<file path="config.mk">
export PLATFORM = sky130hd
export DESIGN_NAME = tap_hold_button_detector_unit
export DESIGN_NICKNAME = d
export VERILOG_FILES = /design/src/thbd_pkg.sv /design/src/tap_hold_button_detector_unit.sv /design/src/thbd_eval.sv /design/src/thbd_state.sv
export SDC_FILE = /design/constraint.sdc
export NUM_CORES = 2
export LEC_CHECK = 0
export BUFFER_PORTS_ARGS = -buffer_cell sky130_fd_sc_hd__buf_2
export CAP_MARGIN = 40
export CORE_AREA = 2 2 512 514
export CTS_CLUSTER_DIAMETER = 100
export DETAILED_ROUTE_END_ITERATION = 7
export DIE_AREA = 0 0 514 516
export GPL_TIMING_DRIVEN = 0
export PLACE_DENSITY = 0.52
export SYNTH_ARGS = -nofsm -noshare
export SYNTH_HDL_FRONTEND = slang
export SYNTH_SLANG_ARGS = --single-unit
</file>
<file path="constraint.sdc">
create_clock -name clk -period 11.8 [get_ports clk]
set_input_delay 1.77 -clock clk [delete_from_list [all_inputs] [get_ports clk]]
set_output_delay 1.77 -clock clk [all_outputs]
set_load 0.03 [all_outputs]
</file>
<file path="src/thbd_pkg.sv">
// Package for the tap/hold button detector.
// Holds the shared constants, the sequencer state type and the state-update struct.
// Has no dependencies.
package thbd_pkg;

	// Number of buttons scanned per item and the width of a button index.
	localparam int NumButtons = 32;
	localparam int IdxW       = 5;

	// Field widths.
	localparam int TimeW = 48;
	localparam int MaskW = 32;
	localparam int ThrW  = 32;

	// Configuration register indexes.
	localparam logic RegHoldThr = 1'b0;
	localparam logic RegTapThr  = 1'b1;

	// Event kinds.
	localparam logic EvTap  = 1'b0;
	localparam logic EvHold = 1'b1;

	// Sequencer states.
	typedef enum logic [1:0] {
		StIdle,
		StScan,
		StFlush
	} state_t;

	// Update applied to one button's stored state.
	typedef struct packed {
		logic set_start;
		logic clear;
		logic set_hold;
	} upd_t;

endpackage

</file>
<file path="src/tap_hold_button_detector_unit.sv">
// Tap/hold button detector: scans the 32 buttons of an item one per cycle unless an event
// finds the output register full; an item is taken only once the previous scan ends.
// A single shared duration subtractor evaluates the buttons in turn.
// Reset clears the sequencer, the valid and hold-sent flags and both thresholds to zero.
module tap_hold_button_detector_unit (
	input  logic                        clk,
	input  logic                        arst_n,
	input  logic                        cfg_we,
	input  logic                        cfg_idx,
	input  logic [thbd_pkg::ThrW-1:0]   cfg_wdata,
	input  logic                        in_valid,
	output logic                        in_ready,
	input  logic [thbd_pkg::MaskW-1:0]  previous_buttons,
	input  logic [thbd_pkg::MaskW-1:0]  current_buttons,
	input  logic [thbd_pkg::TimeW-1:0]  sample_time,
	output logic                        out_valid,
	input  logic                        out_ready,
	output logic                        event_kind,
	output logic [thbd_pkg::IdxW-1:0]   button_index,
	output logic [thbd_pkg::TimeW-1:0]  event_time,
	output logic [thbd_pkg::MaskW-1:0]  modifier_mask,
	output logic                        last_event
);

	thbd_pkg::state_t state_q, state_d;

	logic [thbd_pkg::ThrW-1:0]  hold_thr_q;
	logic [thbd_pkg::ThrW-1:0]  tap_thr_q;
	logic [thbd_pkg::MaskW-1:0] prev_q;
	logic [thbd_pkg::MaskW-1:0] cur_q;
	logic [thbd_pkg::TimeW-1:0] now_q;
	logic [thbd_pkg::IdxW-1:0]  idx_q;

	logic                       pend_valid_q;
	logic                       pend_kind_q;
	logic [thbd_pkg::IdxW-1:0]  pend_idx_q;
	logic [thbd_pkg::MaskW-1:0] pend_mask_q;

	logic                       out_valid_q;
	logic                       out_kind_q;
	logic [thbd_pkg::IdxW-1:0]  out_idx_q;
	logic [thbd_pkg::TimeW-1:0] out_time_q;
	logic [thbd_pkg::MaskW-1:0] out_mask_q;
	logic                       out_last_q;

	logic                       accept;
	logic                       slot_free;
	logic                       scan_step;
	logic                       push;
	logic                       push_last;
	logic                       load_pend;
	logic                       flush_done;
	logic                       last_idx;

	logic [thbd_pkg::TimeW-1:0] st_start;
	logic                       st_hold;
	logic                       ev_hit;
	logic                       ev_kind;
	thbd_pkg::upd_t             upd;
	logic [thbd_pkg::MaskW-1:0] own_bit;
	logic [thbd_pkg::MaskW-1:0] ev_mask;

	// Configuration writes.
	always_ff @(posedge clk or negedge arst_n) begin
		if (!arst_n) begin
			hold_thr_q <= '0;
			tap_thr_q  <= '0;
		end else if (cfg_we) begin
			unique case (cfg_idx)
				thbd_pkg::RegHoldThr: hold_thr_q <= cfg_wdata;
				thbd_pkg::RegTapThr:  tap_thr_q  <= cfg_wdata;
				default:              hold_thr_q <= hold_thr_q;
			endcase
		end
	end

	// Button state store and the shared evaluation unit.
	thbd_state u_state (
		.clk       (clk),
		.arst_n    (arst_n),
		.idx       (idx_q),
		.we        (scan_step),
		.upd       (upd),
		.now       (now_q),
		.start     (st_start),
		.hold_sent (st_hold)
	);

	thbd_eval u_eval (
		.was       (prev_q[idx_q]),
		.is_down   (cur_q[idx_q]),
		.start     (st_start),
		.hold_sent (st_hold),
		.now       (now_q),
		.hold_thr  (hold_thr_q),
		.tap_thr   (tap_thr_q),
		.ev_hit    (ev_hit),
		.ev_kind   (ev_kind),
		.upd       (upd)
	);

	// Other pressed buttons, own bit cleared.
	assign own_bit = thbd_pkg::MaskW'(1) << idx_q;
	assign ev_mask = ((ev_kind == thbd_pkg::EvHold) ? cur_q : prev_q) & ~own_bit;

	assign accept    = in_valid && in_ready;
	assign slot_free = !out_valid_q || out_ready;
	assign last_idx  = (idx_q == thbd_pkg::IdxW'(thbd_pkg::NumButtons - 1));

	// Next-state logic.
	always_comb begin
		state_d = state_q;
		unique case (state_q)
			thbd_pkg::StIdle:  if (in_valid) state_d = thbd_pkg::StScan;
			thbd_pkg::StScan:  if (scan_step && last_idx) state_d = thbd_pkg::StFlush;
			thbd_pkg::StFlush: if (flush_done) state_d = thbd_pkg::StIdle;
			default:           state_d = thbd_pkg::StIdle;
		endcase
	end

	// Sequencer outputs. One event is held back so the final one can be marked.
	always_comb begin
		in_ready   = 1'b0;
		scan_step  = 1'b0;
		push       = 1'b0;
		push_last  = 1'b0;
		load_pend  = 1'b0;
		flush_done = 1'b0;
		unique case (state_q)
			thbd_pkg::StIdle: begin
				in_ready = 1'b1;
			end
			thbd_pkg::StScan: begin
				if (!(ev_hit && pend_valid_q && !slot_free)) begin
					scan_step = 1'b1;
					push      = ev_hit && pend_valid_q;
					load_pend = ev_hit;
				end
			end
			thbd_pkg::StFlush: begin
				if (!pend_valid_q) begin
					flush_done = 1'b1;
				end else if (slot_free) begin
					push       = 1'b1;
					push_last  = 1'b1;
					flush_done = 1'b1;
				end
			end
			default: begin
				in_ready = 1'b0;
			end
		endcase
	end

	// Control registers.
	always_ff @(posedge clk or negedge arst_n) begin
		if (!arst_n) begin
			state_q      <= thbd_pkg::StIdle;
			idx_q        <= '0;
			pend_valid_q <= 1'b0;
			out_valid_q  <= 1'b0;
		end else begin
			state_q <= state_d;
			if (accept) begin
				idx_q <= '0;
			end else if (scan_step) begin
				idx_q <= idx_q + 1'b1;
			end
			if (accept || flush_done) begin
				pend_valid_q <= 1'b0;
			end else if (load_pend) begin
				pend_valid_q <= 1'b1;
			end
			if (push) begin
				out_valid_q <= 1'b1;
			end else if (out_ready) begin
				out_valid_q <= 1'b0;
			end
		end
	end

	// Item, pending event and output payload registers.
	always_ff @(posedge clk) begin
		if (accept) begin
			prev_q <= previous_buttons;
			cur_q  <= current_buttons;
			now_q  <= sample_time;
		end
		if (load_pend) begin
			pend_kind_q <= ev_kind;
			pend_idx_q  <= idx_q;
			pend_mask_q <= ev_mask;
		end
		if (push) begin
			out_kind_q <= pend_kind_q;
			out_idx_q  <= pend_idx_q;
			out_time_q <= now_q;
			out_mask_q <= pend_mask_q;
			out_last_q <= push_last;
		end
	end

	assign out_valid     = out_valid_q;
	assign event_kind    = out_kind_q;
	assign button_index  = out_idx_q;
	assign event_time    = out_time_q;
	assign modifier_mask = out_mask_q;
	assign last_event    = out_last_q;

endmodule

</file>
<file path="src/thbd_eval.sv">
// Shared evaluation unit: one 48-bit subtractor and threshold compares.
// Decides the event and the state update for the button under scan.
// Depends on thbd_pkg.
module thbd_eval (
	input  logic                         was,
	input  logic                         is_down,
	input  logic [thbd_pkg::TimeW-1:0]   start,
	input  logic                         hold_sent,
	input  logic [thbd_pkg::TimeW-1:0]   now,
	input  logic [thbd_pkg::ThrW-1:0]    hold_thr,
	input  logic [thbd_pkg::ThrW-1:0]    tap_thr,
	output logic                         ev_hit,
	output logic                         ev_kind,
	output thbd_pkg::upd_t               upd
);

	logic [thbd_pkg::TimeW:0]   diff;
	logic [thbd_pkg::TimeW-1:0] dur;
	logic                       in_order;
	logic                       armed;
	logic                       hold_ok;
	logic                       tap_ok;

	// Held duration; the extra top bit flags time going backwards.
	assign diff     = {1'b0, now} - {1'b0, start};
	assign dur      = diff[thbd_pkg::TimeW-1:0];
	assign in_order = ~diff[thbd_pkg::TimeW];
	assign armed    = (start != '0) && !hold_sent && in_order;

	// Duration against the thresholds; the upper bits exceed any 32-bit threshold.
	assign hold_ok = (dur[thbd_pkg::TimeW-1:thbd_pkg::ThrW] != '0) ||
		(dur[thbd_pkg::ThrW-1:0] >= hold_thr);
	assign tap_ok  = (dur[thbd_pkg::TimeW-1:thbd_pkg::ThrW] == '0) &&
		(dur[thbd_pkg::ThrW-1:0] <= tap_thr);

	// Decide per combination of the previous and current level.
	always_comb begin
		ev_hit  = 1'b0;
		ev_kind = thbd_pkg::EvTap;
		upd     = '0;
		case ({is_down, was})
			2'b10: begin
				upd.set_start = 1'b1;
			end
			2'b11: begin
				if (armed && hold_ok) begin
					ev_hit       = 1'b1;
					ev_kind      = thbd_pkg::EvHold;
					upd.set_hold = 1'b1;
				end
			end
			2'b01: begin
				upd.clear = 1'b1;
				if (armed && tap_ok) begin
					ev_hit  = 1'b1;
					ev_kind = thbd_pkg::EvTap;
				end
			end
			default: begin
				ev_hit = 1'b0;
			end
		endcase
	end

endmodule

</file>
<file path="src/thbd_state.sv">
// Per-button state store: press start times, valid bits and hold-sent flags.
// Start times sit in a plain array; valid bits make an unwritten entry read as zero.
// Depends on thbd_pkg.
module thbd_state (
	input  logic                        clk,
	input  logic                        arst_n,
	input  logic [thbd_pkg::IdxW-1:0]   idx,
	input  logic                        we,
	input  thbd_pkg::upd_t              upd,
	input  logic [thbd_pkg::TimeW-1:0]  now,
	output logic [thbd_pkg::TimeW-1:0]  start,
	output logic                        hold_sent
);

	logic [thbd_pkg::TimeW-1:0]    start_mem [thbd_pkg::NumButtons];
	logic [thbd_pkg::NumButtons-1:0] valid_q;
	logic [thbd_pkg::NumButtons-1:0] hold_q;

	// Start time storage, no reset needed behind the valid bits.
	always_ff @(posedge clk) begin
		if (we && upd.set_start) begin
			start_mem[idx] <= now;
		end
	end

	// Valid and hold-sent flags, cleared by reset.
	always_ff @(posedge clk or negedge arst_n) begin
		if (!arst_n) begin
			valid_q <= '0;
			hold_q  <= '0;
		end else if (we) begin
			if (upd.set_start) begin
				valid_q[idx] <= 1'b1;
				hold_q[idx]  <= 1'b0;
			end else if (upd.clear) begin
				valid_q[idx] <= 1'b0;
				hold_q[idx]  <= 1'b0;
			end else if (upd.set_hold) begin
				hold_q[idx] <= 1'b1;
			end
		end
	end

	// A button without a recorded press reads as start time zero.
	assign start     = valid_q[idx] ? start_mem[idx] : '0;
	assign hold_sent = hold_q[idx];

endmodule

</file>
# After elaboration in Yosys (flattened, before gate mapping)
# Memories as Yosys holds them, arrays and structs flattened.
# Cells that the tools add are included.
# W data, S select, Z words.
word_totals:
  ram_bits: 1536
  out_inout_bits: 89
  reg_bits: 374
  mem_count: 1
mem_list:
  columns: ["name", "depth", "width", "rd", "rd_ports_with_merged_regs", "write_ports", "line_no", "source"]
  rows:
  - ["u_state.start_mem", 32, 48, 1, 0, 1, "thbd_state.sv:15", "logic [thbd_pkg::TimeW-1:0] start_mem [thbd_pkg::NumButtons];"]
classes:
  eq_ne: 9
  mux: 46
  shifts: 1
  bitwise_logic: 9
  magnitude_cmp: 4
  add_sub_neg: 2
  reduce_logical: 31
ops:
  columns: ["cell", "n"]
  rows:
  - ["$mux W32", 6]
  - ["$and A32 B32 Y32", 3]
  - ["$not A32 Y32", 2]
  - ["$or A32 B32 Y32", 2]
  - ["$sub A48 B48 Y49", 1]
  - ["$mux W48", 1]
  - ["$reduce_bool A48 Y1", 1]
  - ["$ge A32 B32 Y1", 1]
  - ["$le A32 B32 Y1", 1]
  - ["$shl A1 B5 Y32 const A", 1]
  - ["$mux W1", 26]
  - ["$bmux W1 S5", 4]
  - ["$logic_not A16 Y1", 1]
  - ["$reduce_bool A16 Y1", 1]
  - ["$logic_and A1 B1 Y1", 11]
  - ["$mux W5", 2]
  - ["$reduce_and A2 Y1", 4]
  - ["$reduce_bool A2 Y1", 4]
  - ["$eq A2 B2 Y1 const B", 3]
  - ["$lt A5 B6 Y1 const B", 1]
  - ["$mux W2", 3]
  - ["$ne A2 B2 Y1 const B", 3]
  - ["$pmux W2 S3", 1]
  - ["$add A5 B1 Y5 const B", 1]
  - ["other kinds (11)", 18]

# Depth between registers and ports, before layout
depth:
  depth_word: 16
  ltp_mapped: 36

# Hierarchy
# Synthesis repeated with hierarchy kept, for this count alone.
unflattened:
  hier_cells: 4704
  hier_area_um2: 77491.8
modules_own_cells:
  columns: ["mod", "cells_per_inst", "area_per_inst_um2", "n_inst", "seq_area_each_um2"]
  rows:
  - ["thbd_state", 3359, 61168.7, 1, 47725.8]
  - ["tap_hold_button_detector_unit", 581, 11310.8, 1, 8943.6]
  - ["thbd_eval", 764, 5012.3, 1, 0.0]

# Worst setup path after synthesis
# OpenSTA, ideal clock, no wires.
synth_path:
  path_kind: "register to register"
  startpoint: "register idx_q[0] (netlist bit)"
  endpoint: "register out_idx_q (netlist bit button_index[0]) (enable)"
  required_ns: 11.257
  path_stages_with_launch: 31
  period_less_slack_ns: 10.789
  slack_ns: 1.011
  setup_ns: 0.543
  t_arrival_ns: 10.246
  path_buffers: 6
  path_cell_list: "dfrtp_1 buf_2 or4b_1 buf_2 clkbuf_1 o22ai_1 nor4_1 nand2_1 clkbuf_1 buf_1 nand2_1 ha_1 clkbuf_1 nand2_1 or4_1 o21ai_0 a21boi_1 o21ba_2 xnor2_1 ha_1 nand4_1 or2_2 nor3_1 inv_1 or4_1 o31ai_1 and2_1 nand2_1 a21oi_1 o211ai_1 nor2b_1"
synth_via:
  elab_chain_len: 13
synth_lines:
  columns: ["item", "line_no", "source"]
  rows:
  - ["start, declared", "tap_hold_button_detector_unit.sv:32", "logic [thbd_pkg::IdxW-1:0] idx_q;"]
  - ["start signal, assigned", "tap_hold_button_detector_unit.sv:167", "idx_q <= idx_q + 1'b1;"]
  - ["$bmux W1 S5", "thbd_state.sv:45", "assign start = valid_q[idx] ? start_mem[idx] : '0;"]
  - ["$mux W1 (not written as such)", "thbd_state.sv:45", null]
  - ["$mux W48", "thbd_state.sv:45", null]
  - ["$sub A48 B48 Y49 or $reduce_bool A48 Y1 (tied branches)", "thbd_eval.sv:25, thbd_eval.sv:28", null]
  - ["$le A32 B32 Y1, or another cell as far along", "thbd_eval.sv:34", "(dur[thbd_pkg::ThrW-1:0] <= tap_thr);"]
  - ["$logic_and A1 B1 Y1, or another cell as far along", "thbd_eval.sv:33", "assign tap_ok = (dur[thbd_pkg::TimeW-1:thbd_pkg::ThrW] == '0) &&"]
  - ["$logic_and A1 B1 Y1 (on tied branches)", "thbd_eval.sv:54, thbd_eval.sv:46", null]
  - ["$mux W1 (on tied branches)", "thbd_eval.sv:54, thbd_eval.sv:46", null]
  - ["$pmux W1 S2 *", "thbd_eval.sv:41", "case ({is_down, was})"]
  - ["$logic_and A1 B1 Y1 *", "tap_hold_button_detector_unit.sv:134, tap_hold_button_detector_unit.sv:136", null]
  - ["$logic_and A1 B1 Y1", "tap_hold_button_detector_unit.sv:134", "if (!(ev_hit && pend_valid_q && !slot_free)) begin"]
  - ["$mux W1 *", "tap_hold_button_detector_unit.sv:134", null]
  - ["$pmux W1 S2 *", "tap_hold_button_detector_unit.sv:129", "unique case (state_q)"]
  - ["via push", "tap_hold_button_detector_unit.sv:49", "logic push;"]
  - ["end signal, assigned", "tap_hold_button_detector_unit.sv:196", "out_idx_q <= pend_idx_q;"]
  - ["end, declared", "tap_hold_button_detector_unit.sv:41", "logic [thbd_pkg::IdxW-1:0] out_idx_q;"]
# Mark *: on every way through the listed nets, which the timed path passes. The rest lies on a longest branch. The select of a mux whose other input is x is not followed.
# A chain may end at the register's enable or synchronous reset.

# Final worst setup path
layout_path:
  startpoint: "register idx_q[1] (netlist bit)"
  endpoint: "memory u_state.start_mem[9][21] (netlist bit) (enable)"
layout_via:
  elab_chain_len: 16
layout_lines:
  columns: ["item", "line_no", "source"]
  rows:
  - ["$bmux W1 S5", "thbd_state.sv:45", null]
  - ["$mux W1 (not written as such)", "thbd_state.sv:45", null]
  - ["$mux W48", "thbd_state.sv:45", null]
  - ["$sub A48 B48 Y49 or $reduce_bool A48 Y1 (tied branches)", "thbd_eval.sv:25, thbd_eval.sv:28", null]
  - ["$le A32 B32 Y1, or another cell as far along", "thbd_eval.sv:34", null]
  - ["$logic_and A1 B1 Y1, or another cell as far along", "thbd_eval.sv:33", null]
  - ["$logic_and A1 B1 Y1 (on tied branches)", "thbd_eval.sv:54, thbd_eval.sv:46", null]
  - ["$mux W1 (on tied branches)", "thbd_eval.sv:54, thbd_eval.sv:46", null]
  - ["$pmux W1 S2", "thbd_eval.sv:41", null]
  - ["$logic_and A1 B1 Y1 (2 in series)", "tap_hold_button_detector_unit.sv:134", null]
  - ["$mux W1", "tap_hold_button_detector_unit.sv:134", null]
  - ["$mux W1", "tap_hold_button_detector_unit.sv:129", null]
  - ["$logic_and A1 B1 Y1", "thbd_state.sv:21", "if (we && upd.set_start) begin"]
  - ["$mux W1", "thbd_state.sv:21", null]
  - ["$mux W1 (not written as such)", "thbd_state.sv:22", "start_mem[idx] <= now;"]
  - ["end, declared", "thbd_state.sv:15", null]
# Several ways; a longest one is shown, not always the timed one. The select of a mux whose other input is x is not followed.

==> results.yml <==
status:
  status: "completed"
placed_design:
  hpwl_um: 210000
  buffer_ports.inserted: 238
  place.detailed.instances: 8564
  gpl.final_weighted_congestion: 0.852
timing:
  max_clock_freq_mhz: 86.6
  holdWs_ns: 0.417
  timing_worst_slew_pin_value_ns: 0.993
  timing.final.hold_violations: 0
  post-route-period-util_pct: 97.9
  period_needed_ns: 11.55
  maxSlewHeadroom_pct: 33.8
  finalMaxSlewViolations: 0
  final.setup_skew_ns: 0.103
  timing.final.setup_violations: 0
  grt_setup_unrepaired: "false"
power:
  max-vdd-ir-drop_uv: 132
  internal-power_w: 0.0136
  power_density_nw_per_um2: 224
  netSwitchingPower_w: 0.00761
  power.sequential.fraction_pct: 38.2
  fin_total_pwr_w: 0.0212
  power_frac_clock_pct: 30.5
  combinationalPowerShare_pct: 31.4
  switching_share_pct: 35.9
  leakage_power_summed_over_all_cells_nw: 32.0
final_layout:
  area_growth_syn_to_layout_pct: 21.9
  layout.cells.non_filler: 8983
  post_route_cells_drive_above_1_share_pct: 19.4
  finalNetCount: 5683
  finalCoreUtilization_pct: 36.5
  nFillCells: 24300
worst_setup_path:
  capturing_element_type_of_the_critical_path: "register"
  critical_path_required_ns: 12.32
  worst_ep_arrival_time_ns: 12.07
  worstPathBufferInverterCount: 10
  worst_path_dominant_cell_family: "buffers and inverters"
  critPathLaunchType: "register"
  critical-path-max-stage-delay_ns: 0.72
  criticalPathCategory: "reg -> reg"
  cp_slowest_cell: "sky130_fd_sc_hd__buf_2"
  crit_fanout: 16
global_route:
  overflow: 0
  track_usage_pct: 22.5
  grt_pass1_vias: 47400
  grt_max_degree: 84
  number_of_antenna_violations_at_the_first_check_in_global_routing: 17
  grt_first_pass_wirelength_um: 409000
synth:
  ys_warn_count: 0
  synth_cells: 4707
  syn_area_per_cell_um2: 16.5
  async_reset_ff_share_pct: 7.17
  postSynthRegisterBits: 1910
  synth_cell_type_count: 76
  mappedNetlistArea_um2: 77600
  syn-num-nets: 4985
  ys_seq_area_share_pct: 73.0
  post_synth_edffs: 1773
  ys.flop_type: "sky130_fd_sc_hd__edfxtp_1"
cts:
  clock_sinks: 1910
  clock_tree.buffer_depth: 4
  clock-root-buffer: "sky130_fd_sc_hd__clkbuf_16"
  cts_inserted_buffers: 219
  tritoncts_clock_tree: "yes"
  cts_max_level: 4
  clkLatencyLatePin_ns: 0.92
  clock_slew_at_reported_path_ffs_ns: 0.06
  hold_buffers: 0
detailed_routing:
  drt_first_pass_iters: 6
  via_per_inst: 5.49
  route.final.wire_length_um: 307000
  postRouteAntennaNets: 0
  via_count: 49400
  wl_per_cell_um: 34.2
  drc: 0
  first_iter_violations: 7425
floorplan:
  num_rows: 187
  die-area_um2: 265000
  initial_core_util_pct: 29.9
  floorplan.io_pins: 239
  chipHeight_um: 516
  placeableCoreArea_um2: 259000
  die-width_um: 514
worst_hold_path:
  timing.hold.worst.class: "reg -> reg"
run:
  drv_cap: 0
## cells in the final DEF (no fill, tap or decap), drive strengths merged, types with 7 or more instances in the layout
master	Yosys	layout
a21o	24	24
a21oi	100	100
a31oi	24	24
and2	8	8
buf	139	614
bufinv	0	7
clkbuf	119	399
clkinv	0	87
dfrtp	137	137
edfxtp	1773	1773
ha	127	127
inv	82	97
mux2	69	69
mux2i	818	818
mux4	26	26
nand2	218	218
nand2b	8	8
nand3	32	32
nand4	43	43
nor2	115	115
nor2b	15	15
nor3	43	43
nor4	114	114
o2111ai	7	7
o211ai	14	14
o21a	16	16
o21ai	80	80
o22a	32	32
o22ai	394	394
or2	7	7
or4	13	13
xnor2	21	21
xor2	18	18
## layer usage
| layer | wire length [µm] | track usage (%) | up-vias |
|---|---|---|---|
| li1 | - | - | 20200 |
| met4 | 12900 | 8.49 | 4 |
| met2 | 138000 | 35.2 | 2954 |
| met1 | 124000 | 30.9 | 25700 |
| met5 | 26 | 0 | - |
| met3 | 32000 | 4.43 | 528 |
## per-stage QoR
stage	setup WS, ns	cell area [µm²]	TNS, ns
detailed placement	0.112	87800	0
CTS	0.121	94400	0
floorplan	1.01	77600	0
global route	0.0247	94600	0
global placement	-8.66	83100	-9176.83
finish	0.251	94600	0
## cells by family after synthesis
group	Yosys count	share of synthesized area (%)
buf+inv	340	1.91
compound gates	736	6.03
xor+xnor	39	0.440
flops	1910	73.0
fa+ha+maj	128	2.07
simple gates	641	4.26
mux	913	12.3
## power by group through the flow
stage	Clock, W	Sequential, W	Combinational [W]
after floorplan	0	0.00823	0.00347
after global placement	0	0.00849	0.00592
after detailed placement	0	0.00823	0.00649
after CTS	0.00655	0.00810	0.00652
after global routing	0.00681	0.00812	0.00692
final	0.00646	0.00809	0.00666
## registers in the layout, indices dropped and copies added (netlist names), named ones only
register and cells:
pend_mask_q 32, button_index 5, pend_kind_q 1, modifier_mask 32, last_event 1, hold_thr_q 32, event_time 48, state_q 2
pend_valid_q 1, cur_q 32, pend_idx_q 5, prev_q 32, event_kind 1, tap_thr_q 32, u_state.start_mem 1536, now_q 48
idx_q 5, out_valid 1
## cells in the mapped netlist, types with 19 or more instances
library cell               count  area [µm²]
sky130_fd_sc_hd__edfxtp_1   1773       53200
sky130_fd_sc_hd__mux2i_1     818        8190
sky130_fd_sc_hd__o22ai_1     394        2460
sky130_fd_sc_hd__nand2_1     217         815
sky130_fd_sc_hd__dfrtp_1     137        3430
sky130_fd_sc_hd__ha_1        127        1590
sky130_fd_sc_hd__clkbuf_1    116         435
sky130_fd_sc_hd__nor2_1      115         432
sky130_fd_sc_hd__nor4_1      114         713
sky130_fd_sc_hd__buf_2       105         526
sky130_fd_sc_hd__a21oi_1     100         500
sky130_fd_sc_hd__inv_1        82         308
sky130_fd_sc_hd__o21ai_0      78         390
sky130_fd_sc_hd__mux2_2       50         563
sky130_fd_sc_hd__nand4_1      43         269
sky130_fd_sc_hd__nand3_1      32         160
sky130_fd_sc_hd__o22a_1       32         280
sky130_fd_sc_hd__mux4_2       26         586
sky130_fd_sc_hd__nor3_2       26         260
sky130_fd_sc_hd__a21o_1       24         180
sky130_fd_sc_hd__a31oi_1      23         144
sky130_fd_sc_hd__xnor2_1      21         184
sky130_fd_sc_hd__buf_1        20        75.1
sky130_fd_sc_hd__mux2_1       19         214
## worst reg2reg max path: cells and delay by family (launching register included)
family	cells	cell delay, ns
DFF	1	0.44
muxes	1	0.27
buffers and inverters	10	3.61
AOI/OAI and AO/OA	9	2.90
xor gates and xnor gates	1	0.12
adders and majority gates	2	0.68
and+or+nand+nor	10	3.21
## cell type report
type / count / area [µm²] / area share [%]
Sequential cell: 1910 / 56700 / 59.9
Clock buffer: 280 / 5820 / 6.15
Buffer: 258 / 1230 / 1.30
Antenna cell: 5 / 12.5 / 0.0132
Multi-Input combinational cell: 2457 / 19700 / 20.9
Clock inverter: 112 / 817 / 0.863
Tap cell: 3402 / 4260 / 4.50
Timing Repair Buffer: 477 / 5790 / 6.12
Inverter: 82 / 308 / 0.325
## worst paths after layout
| path | slack [ns] | cells past startpoint | to | start |
|---|---|---|---|---|
| hold / removal | 0.42 | 0 | modifier_mask[5] | pend_mask_q[5] |
| max in group asynchronous | 10.03 | 2 | asynchronous set/reset pin | arst_n |
| setup reg to reg | 0.25 | 33 | u_state.start_mem[9][21] | idx_q[1] |
| hold reg to reg | 0.42 | 0 | modifier_mask[5] | pend_mask_q[5] |
| setup / recovery | 0.25 | 33 | u_state.start_mem[9][21] | idx_q[1] |
| min in group asynchronous | 0.89 | 1 | hold_thr_q[4] | arst_n |
## what timing repair did
action | 4_1_cts | 5_1_grt
endpoints found under the setup margin | 0 | 284
setup buffers | 0 | 22
resized for setup | 0 | 2
hold endpoints to repair | 0 | 0
Note: power is estimated with default switching activity, not from simulation.
